## src/u8u16_pkg.sv

```systemverilog
// ----------------------------------------------------------------------------
// u8u16_pkg
// Shared types, constants and helpers for the UTF-8 to UTF-16 transcoder.
// ----------------------------------------------------------------------------
package u8u16_pkg;

    // replacement character and surrogate prefixes
    localparam logic [15:0] CP_REPLACEMENT = 16'hFFFD;
    localparam logic [5:0]  HI_SURR_PREFIX = 6'b110110;
    localparam logic [5:0]  LO_SURR_PREFIX = 6'b110111;

    // code point thresholds
    localparam logic [30:0] CP_SURR_LO     = 31'h0000D800;
    localparam logic [30:0] CP_SURR_HI     = 31'h0000DFFF;
    localparam logic [30:0] CP_NONCHAR     = 31'h0000FFFE;
    localparam logic [30:0] CP_MAX         = 31'h0010FFFF;
    localparam logic [20:0] CP_SUPP_BASE   = 21'h010000;

    // input beat: one UTF-8 byte
    typedef struct packed {
        logic [7:0] byte_in;
        logic       last_byte;
    } t_in_beat;

    // output beat: one UTF-16 code unit
    typedef struct packed {
        logic [15:0] code_unit;
        logic        last_unit;
    } t_out_beat;

    // sequence state carried between bytes
    typedef struct packed {
        logic [30:0] partial_value;
        logic [2:0]  trail_remaining;
        logic [2:0]  sequence_trails;
    } t_seq_state;

    // decoder result for one byte: up to two code units and the new state
    typedef struct packed {
        logic [1:0]  unit_cnt;
        logic [15:0] unit0;
        logic [15:0] unit1;
        t_seq_state  nxt;
    } t_dec_result;

    // smallest legal code point for a sequence with the given trail count
    function automatic logic [30:0] least_value(input logic [2:0] trails);
        logic [30:0] v;
        v = '0;
        case (trails)
            3'd1:    v = 31'h00000080;
            3'd2:    v = 31'h00000800;
            3'd3:    v = 31'h00010000;
            default: v = '0;
        endcase
        return v;
    endfunction

endpackage

```

## src/utf8_to_utf16_transcoder_top.sv

```systemverilog
// An accepted byte is held in the input register, and its code units leave from the
// result register. Throughput: one byte per cycle while the output is not stalled; a
// byte that yields units waits behind a two-unit result, as the port moves one unit per cycle.
// Reset: synchronous active-low i_rst_n empties both stages and returns the
// decoder to the idle state between sequences.
// ----------------------------------------------------------------------------
// utf8_to_utf16_transcoder_top
// UTF-8 byte stream in, UTF-16 code units out, with an input register, a
// single decode step and a two-entry result register.
// ----------------------------------------------------------------------------
module utf8_to_utf16_transcoder_top (
    input  logic                  i_clk,
    input  logic                  i_rst_n,
    input  logic                  i_in_valid,
    output logic                  o_in_stall,
    input  u8u16_pkg::t_in_beat   i_in,
    output logic                  o_out_valid,
    input  logic                  i_out_stall,
    output u8u16_pkg::t_out_beat  o_out
);

    logic                   r_in_vld, n_in_vld;
    u8u16_pkg::t_in_beat    r_in, n_in;
    u8u16_pkg::t_seq_state  r_seq, n_seq;
    logic [1:0]             r_cnt, n_cnt;
    logic [15:0]            r_u0, n_u0;
    logic [15:0]            r_u1, n_u1;
    u8u16_pkg::t_dec_result dec;
    logic                   out_acc;
    logic                   res_free;
    logic                   consume;
    logic                   in_acc;

    // decode of the registered byte
    u8u16_decode u_decode (
        .i_byte  (r_in.byte_in),
        .i_last  (r_in.last_byte),
        .i_state (r_seq),
        .o_res   (dec)
    );

    // handshake
    assign out_acc    = o_out_valid && !i_out_stall;
    assign res_free   = (r_cnt == 2'd0) || (r_cnt == 2'd1 && out_acc);
    assign consume    = r_in_vld && (res_free || dec.unit_cnt == 2'd0);
    assign o_in_stall = r_in_vld && !consume;
    assign in_acc     = i_in_valid && !o_in_stall;

    // output beat
    assign o_out_valid     = (r_cnt != 2'd0);
    assign o_out.code_unit = r_u0;
    assign o_out.last_unit = (r_cnt == 2'd1);

    // next-state logic
    always_comb begin
        n_in_vld = r_in_vld;
        n_in     = r_in;
        n_seq    = r_seq;
        n_cnt    = r_cnt;
        n_u0     = r_u0;
        n_u1     = r_u1;

        // drain the result register
        if (out_acc) begin
            if (r_cnt == 2'd2) begin
                n_cnt = 2'd1;
                n_u0  = r_u1;
            end else begin
                n_cnt = 2'd0;
            end
        end

        // move the decoded byte forward
        if (consume) begin
            n_seq    = dec.nxt;
            n_in_vld = 1'b0;
            if (dec.unit_cnt != 2'd0) begin
                n_cnt = dec.unit_cnt;
                n_u0  = dec.unit0;
                n_u1  = dec.unit1;
            end
        end

        // capture a new byte
        if (in_acc) begin
            n_in_vld = 1'b1;
            n_in     = i_in;
        end
    end

    // control registers
    always_ff @(posedge i_clk) begin
        if (!i_rst_n) begin
            r_in_vld <= 1'b0;
            r_cnt    <= 2'd0;
            r_seq    <= '0;
        end else begin
            r_in_vld <= n_in_vld;
            r_cnt    <= n_cnt;
            r_seq    <= n_seq;
        end
    end

    // payload registers
    always_ff @(posedge i_clk) begin
        r_in <= n_in;
        r_u0 <= n_u0;
        r_u1 <= n_u1;
    end

    // result register never holds more than two units
    a_cnt_range: assert property (@(posedge i_clk) disable iff (!i_rst_n)
        r_cnt != 2'd3)
        else $error("result count out of range");

    // a pair starts with a replacement or a high surrogate
    a_pair_first: assert property (@(posedge i_clk) disable iff (!i_rst_n)
        (r_cnt == 2'd2) |-> (r_u0 == u8u16_pkg::CP_REPLACEMENT ||
                             r_u0[15:10] == u8u16_pkg::HI_SURR_PREFIX))
        else $error("bad first unit of a pair");

    // second unit of a pair follows once the first is taken
    a_pair_shift: assert property (@(posedge i_clk) disable iff (!i_rst_n)
        (r_cnt == 2'd2 && out_acc) |=> (r_cnt == 2'd1 && r_u0 == $past(r_u1)))
        else $error("pair second unit lost");

    // trail count never exceeds the sequence length
    a_trail_bound: assert property (@(posedge i_clk) disable iff (!i_rst_n)
        r_seq.trail_remaining <= r_seq.sequence_trails)
        else $error("trail count above sequence length");

endmodule

```

## src/u8u16_decode.sv

```systemverilog
// ----------------------------------------------------------------------------
// u8u16_decode
// Per-byte decode: folds one UTF-8 byte into the sequence state and forms
// zero, one or two UTF-16 code units.
// ----------------------------------------------------------------------------
module u8u16_decode (
    input  logic [7:0]            i_byte,
    input  logic                  i_last,
    input  u8u16_pkg::t_seq_state i_state,
    output u8u16_pkg::t_dec_result o_res
);

    logic                  lead_unit_vld;
    logic [15:0]           lead_unit;
    logic                  lead_open;
    logic [2:0]            lead_trails;
    logic [4:0]            lead_bits;
    u8u16_pkg::t_seq_state lead_state;
    logic [30:0]           acc;
    logic [2:0]            tr_dec;
    logic [20:0]           supp;

    // lead byte classification
    always_comb begin
        lead_unit_vld = 1'b0;
        lead_unit     = u8u16_pkg::CP_REPLACEMENT;
        lead_open     = 1'b0;
        lead_trails   = 3'd0;
        lead_bits     = 5'd0;
        if (i_byte[7] == 1'b0) begin
            lead_unit_vld = 1'b1;
            lead_unit     = {8'h00, i_byte};
        end else if (i_byte[7:5] == 3'b110) begin
            lead_open   = 1'b1;
            lead_trails = 3'd1;
            lead_bits   = i_byte[4:0];
        end else if (i_byte[7:4] == 4'b1110) begin
            lead_open   = 1'b1;
            lead_trails = 3'd2;
            lead_bits   = {1'b0, i_byte[3:0]};
        end else if (i_byte[7:3] == 5'b11110) begin
            lead_open   = 1'b1;
            lead_trails = 3'd3;
            lead_bits   = {2'b00, i_byte[2:0]};
        end else if (i_byte[7:2] == 6'b111110) begin
            lead_open   = 1'b1;
            lead_trails = 3'd4;
            lead_bits   = {3'b000, i_byte[1:0]};
        end else if (i_byte[7:1] == 7'b1111110) begin
            lead_open   = 1'b1;
            lead_trails = 3'd5;
            lead_bits   = {4'b0000, i_byte[0]};
        end else begin
            lead_unit_vld = 1'b1;
        end

        // a multi-byte lead on the last byte is a cut-off sequence
        lead_state = '0;
        if (lead_open) begin
            if (i_last) begin
                lead_unit_vld = 1'b1;
                lead_unit     = u8u16_pkg::CP_REPLACEMENT;
            end else begin
                lead_state.partial_value   = {26'd0, lead_bits};
                lead_state.trail_remaining = lead_trails;
                lead_state.sequence_trails = lead_trails;
            end
        end
    end

    // trail accumulation and code point checks
    always_comb begin
        acc    = {i_state.partial_value[24:0], i_byte[5:0]};
        tr_dec = i_state.trail_remaining - 3'd1;
        supp   = acc[20:0] - u8u16_pkg::CP_SUPP_BASE;

        o_res       = '0;
        o_res.unit0 = u8u16_pkg::CP_REPLACEMENT;
        o_res.unit1 = u8u16_pkg::CP_REPLACEMENT;
        o_res.nxt   = i_state;

        if (i_state.trail_remaining != 3'd0) begin
            if (i_byte[7:6] == 2'b10) begin
                if (tr_dec == 3'd0) begin
                    // sequence complete
                    o_res.nxt = '0;
                    if (i_state.sequence_trails >= 3'd4 ||
                        acc < u8u16_pkg::least_value(i_state.sequence_trails)) begin
                        o_res.unit_cnt = 2'd1;
                    end else if (acc < u8u16_pkg::CP_NONCHAR) begin
                        o_res.unit_cnt = 2'd1;
                        if (!(acc >= u8u16_pkg::CP_SURR_LO && acc <= u8u16_pkg::CP_SURR_HI)) begin
                            o_res.unit0 = acc[15:0];
                        end
                    end else if (acc <= 31'h0000FFFF || acc > u8u16_pkg::CP_MAX) begin
                        o_res.unit_cnt = 2'd1;
                    end else begin
                        // surrogate pair
                        o_res.unit_cnt = 2'd2;
                        o_res.unit0    = {u8u16_pkg::HI_SURR_PREFIX, supp[19:10]};
                        o_res.unit1    = {u8u16_pkg::LO_SURR_PREFIX, supp[9:0]};
                    end
                end else if (i_last) begin
                    // cut off mid-sequence
                    o_res.unit_cnt = 2'd1;
                    o_res.nxt      = '0;
                end else begin
                    o_res.nxt.partial_value   = acc;
                    o_res.nxt.trail_remaining = tr_dec;
                end
            end else begin
                // non-trail byte: replace, then decode as a new lead
                o_res.unit_cnt = lead_unit_vld ? 2'd2 : 2'd1;
                o_res.unit1    = lead_unit;
                o_res.nxt      = lead_state;
            end
        end else begin
            o_res.unit_cnt = lead_unit_vld ? 2'd1 : 2'd0;
            o_res.unit0    = lead_unit;
            o_res.nxt      = lead_state;
        end
    end

endmodule

```

## config.mk

```make
export PLATFORM = sky130hd
export DESIGN_NAME = utf8_to_utf16_transcoder_top
export DESIGN_NICKNAME = d
export VERILOG_FILES = /design/src/u8u16_pkg.sv /design/src/utf8_to_utf16_transcoder_top.sv /design/src/u8u16_decode.sv
export SDC_FILE = /design/constraint.sdc
export NUM_CORES = 1
export LEC_CHECK = 0
export ABC_AREA = 1
export BUFFER_PORTS_ARGS = -buffer_cell sky130_fd_sc_hd__buf_4
export CAP_MARGIN = 20
export CORE_MARGIN = 4
export CORE_UTILIZATION = 60
export DETAILED_ROUTE_END_ITERATION = 8
export PLACE_DENSITY = 0.79
export SLEW_MARGIN = 10
export SYNTH_ARGS = -nofsm -noshare
export SYNTH_HDL_FRONTEND = slang
export SYNTH_HIERARCHICAL = 1
export SYNTH_SLANG_ARGS = --single-unit
```

## constraint.sdc

```tcl
create_clock -name i_clk -period 4.4 [get_ports i_clk]
set_input_delay 0.22 -clock i_clk [delete_from_list [all_inputs] [get_ports i_clk]]
set_output_delay 0.22 -clock i_clk [all_outputs]
set_load 0.02 [all_outputs]
```

# Word level (Yosys, flattened, before mapping)
# Cells that the tools add are included.
# W data, S select, Z words.
[totals]
reg_bits = 75
in_bits = 13
[classes]
n_addsub = 2
order_cmp = 7
n_eq_ne = 12
mux = 66
n_reduce_logical = 22
[op_table]
columns = ["cell", "n"]
rows = [
  ["$mux W16", 10],
  ["$mux W31", 4],
  ["$mux W32", 3],
  ["$le A31 B16 Y1 const B", 2],
  ["$mux W53", 1],
  ["$pmux W17 S3", 1],
  ["$mux W37", 1],
  ["$mux W18", 2],
  ["$mux W34", 1],
  ["$ge A31 B16 Y1 const B", 1],
  ["$gt A31 B21 Y1 const B", 1],
  ["$lt A31 B16 Y1 const B", 1],
  ["$lt A31 B31 Y1", 1],
  ["$mux W30", 1],
  ["$mux W5", 5],
  ["$mux W11", 2],
  ["$mux W3", 7],
  ["$mux W1", 20],
  ["$sub A20 B17 Y20 const B", 1],
  ["$mux W2", 8],
  ["$eq A7 B7 Y1 const B", 1],
  ["$eq A3 B2 Y1 const B", 2],
  ["$eq A6 B6 Y1 const B", 1],
  ["$logic_and A1 B1 Y1", 6],
  ["other kinds (16)", 26],
]

# Longest topological paths before layout
# Gate-level depths: netlist (run 1).
[depth]
word_depth = 20
depth_mapped = 20
mapped_depth_nobuf = 17

# By module
# Netlist (run 1), hierarchy kept.
[by_module_without_submodules]
columns = ["module", "n_inst", "cells_each", "area_per_inst_um2"]
rows = [
  ["utf8_to_utf16_transcoder_top", 1, 413, 3243.1],
  ["u8u16_decode", 1, 353, 1609.0],
]

# Least setup slack after synthesis (run 1)
# OpenSTA, ideal clock, no wires.
[synth_path]
path_type = "reg-to-reg"
start = "reg r_seq[3] in the netlist's numbering"
end = "reg r_u1[0], enable pin"
arrival_ns = 2.238
required_ns = 4.051
path_slack_ns = 1.813
path_stages_with_launch = 15
n_path_buf = 1
path_cell_list = "dfxtp_1 > inv_1 > ha_1 > xnor2_1 > nand2_1 > nor2_1 > nand2_1 > o21ai_2 > inv_1 > nor2_1 > nor2_1 > inv_1 > nand3_2 > clkinv_1 > buf_2"
[synth_lines]
columns = ["item", "line_no", "text"]
rows = [
  ["from (decl)", "utf8_to_utf16_transcoder_top.sv:24", "u8u16_pkg::t_seq_state r_seq, n_seq;"],
  ["from (signal assigned)", "utf8_to_utf16_transcoder_top.sv:100", "r_seq <= n_seq;"],
  ["to (signal assigned)", "utf8_to_utf16_transcoder_top.sv:108", "r_u1 <= n_u1;"],
  ["to (decl)", "utf8_to_utf16_transcoder_top.sv:27", "logic [15:0] r_u1, n_u1;"],
]

==> summary.txt, run 1 <==
Status
  • Status: complete, no violations

Min path
  • Hold Crit Start: i_in[5]
  • Worst Hold Path EP: r_in[5]$_DFFE_PP_
  • Hold/Removal Path Class: in2reg
  • Worst hold path depth: 1

Pwr
  • Pwr Density: slightly above 400 nW/um^2
  • Leak: approximately 2.3 nW
  • Peak supply drop: 195 uV

Layout
  • Fill cells: 652
  • FF+latch area: about 1800 um^2
  • Commonest non-fill, non-tap cells in the layout: nand2_1, nor2_1, inv_1, nand3_1, dfxtp_1
  • Multi-input logic area: 2280 um^2
  • Diode count: 0
  • Area Overhead vs Synth: 9.21%
  • Layout cell share with drive strength beyond 1: about 9.9%
  • Layout Nets: 756
  • Final Instance Count excl. Fillers: 840
  • Commonest non-fill, non-tap cell in the layout: nand2_1

Worst setup path
  • Critical path class: reg2reg
  • Worst path depth: 16
  • Capturing point of the worst reg2reg path: r_u1[0]$_DFFE_PP_
  • Worst path required time: between 4 and 5 ns
  • Cell chain of the critical path: inv_1 -> ha_1 -> nand3_1 -> nor2_1 -> nand2_1 -> nor2_1 -> nor2_2 -> nand2_2 -> o21ai_2 -> inv_1 -> nor2_1 -> nor2_1 -> inv_1 -> nand3_2 -> clkinv_1 -> buf_4
  • CP max stage cell: dfxtp_1
  • Critical Path Sink Type: register
  • Reg-to-reg startpoint: r_seq[16]$_SDFFE_PN0P_
  • Setup slack, reg-to-reg: around 1 ns
  • Crit path buf inv count: 5
  • Critical Path Fanout Max: 20
  • Crit-path leading delay family: simple AND/OR/NAND/NOR gates
  • Critical Path Max Stage Delay: about 0.40 ns
  • Top cell by count, worst path: nor2_1
  • R2R depth: 16
  • Startpoint class of the critical path: register
  • Arrival time at the worst endpoint: around 3.5 ns

STA
  • Rel. slew slack: 41.0%
  • Final period util: between 70% and 80%
  • Final min period: between 3 and 4 ns
  • Final Skew: approximately 0.0096 ns
  • Final setup viols: 0
  • RSZ-0062 raised after global routing: no
  • Max Transition Viols Final: 0
  • Measured slew at the worst slew-check pin: ~0.88 ns
  • Final worst slack: about 0.97 ns
  • Setup TNS: 0 ns
  • Final Hold Fails: 0
  • Fmax: between 0.2 and 0.3 GHz

Die
  • Initial core utilization: a little over three fifths
  • Cell row count: 31
  • I/O pin count: 32
  • Core Region: between 7000 and 8000 um^2
  • Die footprint: roughly 9000 um^2
  • Die height: 95.4 um
  • Die W: approximately 95 um

Routing
  • Met2 wire len: ~5900 um
  • TritonRoute pass-1 iters: 6
  • Initial DRC Count: about 380
  • # DRC: 0
  • DR WL met3: just over 800 um
  • Vias: roughly 4500
  • Detail Route Antenna Nets: 0
  • WL/cell: between 10 and 15 um
  • Routed WL: roughly 12000 um
  • Highest metal used: met4
  • Drt via density: between 5 and 6
  • Metal-1 WL: between 4000 and 5000 um

Global routing
  • Tot GR Track Use: roughly 29%
  • Initial antenna violation count: 0
  • First-pass GRT wire length: ~20000 um
  • GR Overflow Total: 0
  • Largest net degree at the start of global routing: 37
  • Vias in the first global route: about 4100

CTS
  • CTS root buffer: clkbuf_8
  • Clock buffer depth: 2
  • Worst-path clk slew: about 0.080 ns
  • Buffers inserted by post-CTS timing repair: 0
  • CTS resizes: 0
  • CTS Sinks: between 70 and 80
  • Cts hold-fix bufs: 0
  • CTS tree: yes
  • H-tree Lvls: 3
  • TritonCTS Buffers: 9
  • Latest clock arrival within the worst-skew pair: 0.36 ns

Synthesis
  • Syn_nets: between 700 and 800
  • Syn avg cell area: about 6.3 um^2
  • Synthesized instance count: 721
  • Post-Syn Area: approximately 4600 um^2
  • Number of synthesis warnings: 6

Place
  • Port bufs: 31
  • Dpl cells: ~800
  • GP Congestion: approximately 1
  • Post-Place Setup Slack: between 1 and 1.5 ns
  • HPWL Detailed: between 8000 and 9000 um

Job
  • Max-cap violations: 0
==> how the worst max path moves through the flow <==
| stage | start | to | slack [ns] |
|---|---|---|---|
| finish | r_seq[16]$_SDFFE_PN0P_ | r_u1[0]$_DFFE_PP_ | 0.97 |
| global route | r_seq[16]$_SDFFE_PN0P_ | r_u0[15]$_DFF_P_ | 0.70 |
| CTS | r_seq[16]$_SDFFE_PN0P_ | r_u1[2]$_DFFE_PP_ | 1.03 |
| detailed placement | r_seq[16]$_SDFFE_PN0P_ | r_u1[0]$_DFFE_PP_ | 1.05 |
| global placement | r_seq[16]$_SDFFE_PN0P_ | r_u1[0]$_DFFE_PP_ | 1.18 |
| floorplan | r_seq[3]$_SDFFE_PN0P_ | r_u1[0]$_DFFE_PP_ | 1.81 |
==> cell type report <==
cell class	count	share of cell area, %
clock buffers	12	3.33
clock inverters	4	0.926
inverters	97	7.28
multi-input cells	518	45.7
flip-flops and latches	75	35.0
well taps	99	2.48
repair buffers	35	5.26
==> layer usage <==
layer | vias up | track usage (%)
met1 | 2034 | 36.3
li1 | 2250 | -
met5 | - | 0
met2 | 182 | 46.6
met4 | 0 | 14.8
met3 | 39 | 5.60
==> power breakdown <==
part	switching, mW	internal [mW]	leakage, nW
Clock	0.262	0.309	0.105
Sequential	0.0673	0.818	0.637
Combinational	0.398	0.217	1.57
Total	0.727	1.34	2.31
==> flip-flops by register name (all words and copies together), names as in the netlist <==
register and flops:
r_cnt 2, r_in 9, r_in_vld 1, r_seq 31, r_u0 16, r_u1 16
==> through the flow <==
| stage | power [mW] | area, um^2 | util (%) | hold WS (ns) |
|---|---|---|---|---|
| finish | 2.07 | 5000 | 68.2 | 0.0361 |
| global route | 2.20 | 5000 | 68.2 | 0.0225 |
| global placement | 1.50 | 4790 | 65.3 | 0.399 |
| CTS | 2.08 | 5000 | 68.2 | 0.0286 |
| detailed placement | 1.51 | 4790 | 65.3 | 0.400 |
| floorplan | 1.31 | 4580 | - | 0.319 |
Note: power is estimated with default switching activity, not from simulation.
==> inputs of run 2 (changes only) <==
--- a/config.mk
+++ b/config.mk
@@ -5,13 +5,13 @@
 export SDC_FILE = /design/constraint.sdc
 export NUM_CORES = 1
 export LEC_CHECK = 0
-export ABC_AREA = 1
+export ABC_AREA = 0
 export BUFFER_PORTS_ARGS = -buffer_cell sky130_fd_sc_hd__buf_4
 export CAP_MARGIN = 20
 export CORE_MARGIN = 4
-export CORE_UTILIZATION = 60
+export CORE_UTILIZATION = 55
 export DETAILED_ROUTE_END_ITERATION = 8
-export PLACE_DENSITY = 0.79
+export PLACE_DENSITY = 0.77
 export SLEW_MARGIN = 10
 export SYNTH_ARGS = -nofsm -noshare
 export SYNTH_HDL_FRONTEND = slang
==> constraint.sdc (replaced) <==
create_clock -name i_clk -period 3.15 [get_ports i_clk]
set_input_delay 0.1575 -clock i_clk [delete_from_list [all_inputs] [get_ports i_clk]]
set_output_delay 0.1575 -clock i_clk [all_outputs]
set_load 0.02 [all_outputs]
==> run 2 against run 1 <==
  * The flow now finishes with violations (negative setup slack)
  * Clock skew shrank 0.0027 ns
  * Final cell count shrank 30%
  * Sequential power grew 23%
  * First-iteration DRC count grew 8.2%
  * Total power grew 11%
  * Flip-flop and latch count is the same
  * Area after synthesis shrank 9.5%
  * Critical path depth shrank 5
  * Non-clock buffer count grew 37
  * Synthesized cell count shrank 40%
  * Largest cell class unchanged
==> summary.txt, run 2 <==
Pwr
  • Switching share of power: 26.6% (-8.5 points)
  • Sw Pwr: 613 uW (-16%)
  • Peak supply drop: 346 uV (+77%)
  • Pwr Total: 2.31 mW (+11%)
  • Leak: 1.87 nW (-19%)
  • Pwr Density: 461 nW/um^2 (+11%)
  • Combinational Power Share: 17.8% (-12 points)
  • Clk pwr share: 34.9% (+7.3 points)
  • Sequential share of power: 47.3% (+4.6 points)
  • P_int: 1.69 mW (+26%)

Place
  • Post-Place Setup Slack: -0.206 ns (-1.25 ns)
  • GP Congestion: 0.924 (-7.7%)
  • Port bufs: 31 (unchanged)
  • HPWL Detailed: 6650 um (-25%)

STA
  • Measured slew at the worst slew-check pin: 0.993 ns (+0.114 ns)
  • Final setup viols: 1 (+1)
  • Final period util: 102%
  • RSZ-0062 raised after global routing: yes
  • Rel. slew slack: 33.8% (-7.3 points)
  • Fmax: between 0.3 and 0.4 GHz
  • Final Hold Fails: 0 (unchanged)
  • Final Skew: 0.00690 ns (-0.00274 ns)
  • Hold slack: 0.0302 ns (-0.00593 ns)
  • Final worst slack: -0.0733 ns (-1.05 ns)
  • Final min period: approximately 3.2 ns
  • Max Transition Viols Final: 0 (unchanged)

Die
  • I/O pin count: 32 (unchanged)
  • Initial core utilization: 56.8% (-5.6 points)
  • Core Region: 7290 um^2 (-0.53%)
  • Die W: 94.8 um (-0.59%)
  • Die footprint: 8990 um^2 (-1.2%)
  • Die height: 94.8 um (-0.59%)
  • Cell row count: 31 (unchanged)

Synthesis
  • Synthesized instance count: 430 (-40%)
  • Syn_nets: 450 (-39%)
  • Number of synthesis warnings: 6 (unchanged)
  • Post-Syn Area: 4140 um^2 (-9.5%)
  • Syn avg cell area: 9.63 um^2 (+52%)

Layout
  • Diode count: 0 (unchanged)
  • Max FFs per register: 31 (unchanged)
  • Layout Nets: 505 (-33%)
  • Commonest non-fill, non-tap cell in the layout: nand2_1
  • Area Overhead vs Synth: 20.8%
  • Layout cell share with drive strength beyond 1: 26.7% (+17 points)
  • Commonest non-fill, non-tap cells in the layout: nand2_1, buf_4, dfxtp_1, nor2_1, mux2i_1
  • Top flop regs: r_seq: 31 flops, r_u0: 16 flops, r_u1: 16 flops
  • Most flop-heavy register: r_seq
  • Post-layout util: 68.6% (+0.43 points)

Worst setup path
  • Critical Path Sink Type: output pin
  • Setup slack, reg-to-reg: 0.04 ns (-0.93 ns)
  • Arrival time at the worst endpoint: 3.07 ns (-0.41 ns)
  • Critical path class: reg2out
  • Critical Path Fanout Max: 3 (-85%)
  • Startpoint class of the critical path: register
  • Worst path required time: 2.99 ns (-1.46 ns)
  • Critical Path Max Stage Delay: 0.41 ns (about the same)
  • CP max stage cell: a2111oi_4
  • Cell chain of the critical path: or3b_4 -> ha_4 -> o31ai_4 -> a2111oi_4 -> nand3_1 -> mux2i_2 -> a21o_1 -> nor2_2 -> nor3b_2 -> buf_4 -> buf_6

Global routing
  • GR Overflow Total: 0 (unchanged)
  • Initial antenna violation count: 0 (unchanged)
  • Tot GR Track Use: 23.1% (-5.6 points)
  • Largest net degree at the start of global routing: 67 (+81%)
  • Vias in the first global route: 3185 (-23%)
  • First-pass GRT wire length: 15800 um (-21%)

Routing
  • Vias: 3370 (-25%)
  • WL/cell: 17.0 um (+18%)
  • Detail Route Antenna Nets: 0 (unchanged)
  • Routed WL: 10000 um (-17%)
  • TritonRoute pass-1 iters: 6 (unchanged)
  • Initial DRC Count: 407 (+8.2%)
  • Drt via density: 5.72 (+6.7%)
  • # DRC: 0 (unchanged)

CTS
  • TritonCTS Buffers: 9 (unchanged)
  • Worst-path clk slew: 0.08 ns (about the same)
  • Clock buffer depth: 2 (unchanged)
  • Latest clock arrival within the worst-skew pair: 0.36 ns (about the same)
  • CTS tree: yes
  • CTS Sinks: 75 (unchanged)
  • CTS root buffer: clkbuf_8
  • H-tree Lvls: 3 (unchanged)

Status
  • Failing checks: negative setup slack
  • Status: complete, but fails checks

Job
  • Max-cap violations: 0 (unchanged)

Min path
  • Hold/Removal Path Class: in2reg
-- run 2: cell types whose count changed in the layout (fill, tap and decap cells not counted), moves of 12 or more --
cell | previous run | this run
mux2_4 | 0 | 18
nand2_1 | 224 | 77
mux2i_1 | 0 | 32
nor2_1 | 146 | 33
nand3_1 | 65 | 11
and2_1 | 0 | 12
inv_1 | 89 | 15
buf_4 | 35 | 59
-- run 2: layout make-up --
cell class                      count  area [um^2]
Clock buffer                       10          149
Clock inverter                      6         71.3
Fill cell                         547         2290
Inverter                           17         67.6
Multi-Input combinational cell    310         2240
Sequential cell                    75         1760
Tap cell                           99          124
Timing Repair Buffer               72          599
-- run 2: timing repair --
action,CTS,global route
resized for setup,8,13
hold buffers,9,0
endpoints found under the hold margin,9,0
setup endpoints to repair,42,44
pin swaps,4,5
setup buffers,3,3
-- run 2: final timing paths --
path / start / endpoint / cells after the start
min reg2reg: r_seq[29]$_SDFFE_PN0P_ / r_seq[29]$_SDFFE_PN0P_ / 2
max reg2reg: r_seq[1]$_SDFFE_PN0P_ / r_u0[3]$_DFF_P_ / 11
min: i_in_valid / r_in_vld$_SDFFE_PN0P_ / 2
max: r_seq[1]$_SDFFE_PN0P_ / o_in_stall / 11
-- run 2: metrics by stage --
stage          cell area (um^2)  cells  setup TNS (ns)
2_1_floorplan              4150    430               0
3_3_place_gp               4540    558          -0.811
3_5_place_dp               4540    558           -4.81
4_1_cts                    4930    586               0
5_1_grt                    5000    589          -0.201
6_report                   5000    589         -0.0733
-- run 2: power groups by stage --
stage / Combinational [mW] / Clock (mW) / Sequential, mW
after floorplan: 0.202 / 0 / 1.16
after global placement: 0.375 / 0 / 1.11
after detailed placement: 0.386 / 0 / 1.11
after CTS: 0.404 / 0.818 / 1.09
after global routing: 0.435 / 0.859 / 1.10
final: 0.409 / 0.806 / 1.09
-- run 2: critical path, delay by kind of cell, from the launching register on --
family / cells / cell delay, ns
flops: 1 / 0.34
mux: 1 / 0.26
buf+inv: 2 / 0.28
compound gates: 3 / 0.66
fa+ha+maj: 1 / 0.29
simple gates: 4 / 0.89
-- run 2: layer usage --
layer	routed length, um	global-route usage (%)	vias to the layer above
li1	-	-	1616
met1	4090	29.1	1558
met2	4900	38.9	167
met3	791	5.90	29
met4	236	7.21	0
met5	0	0	-
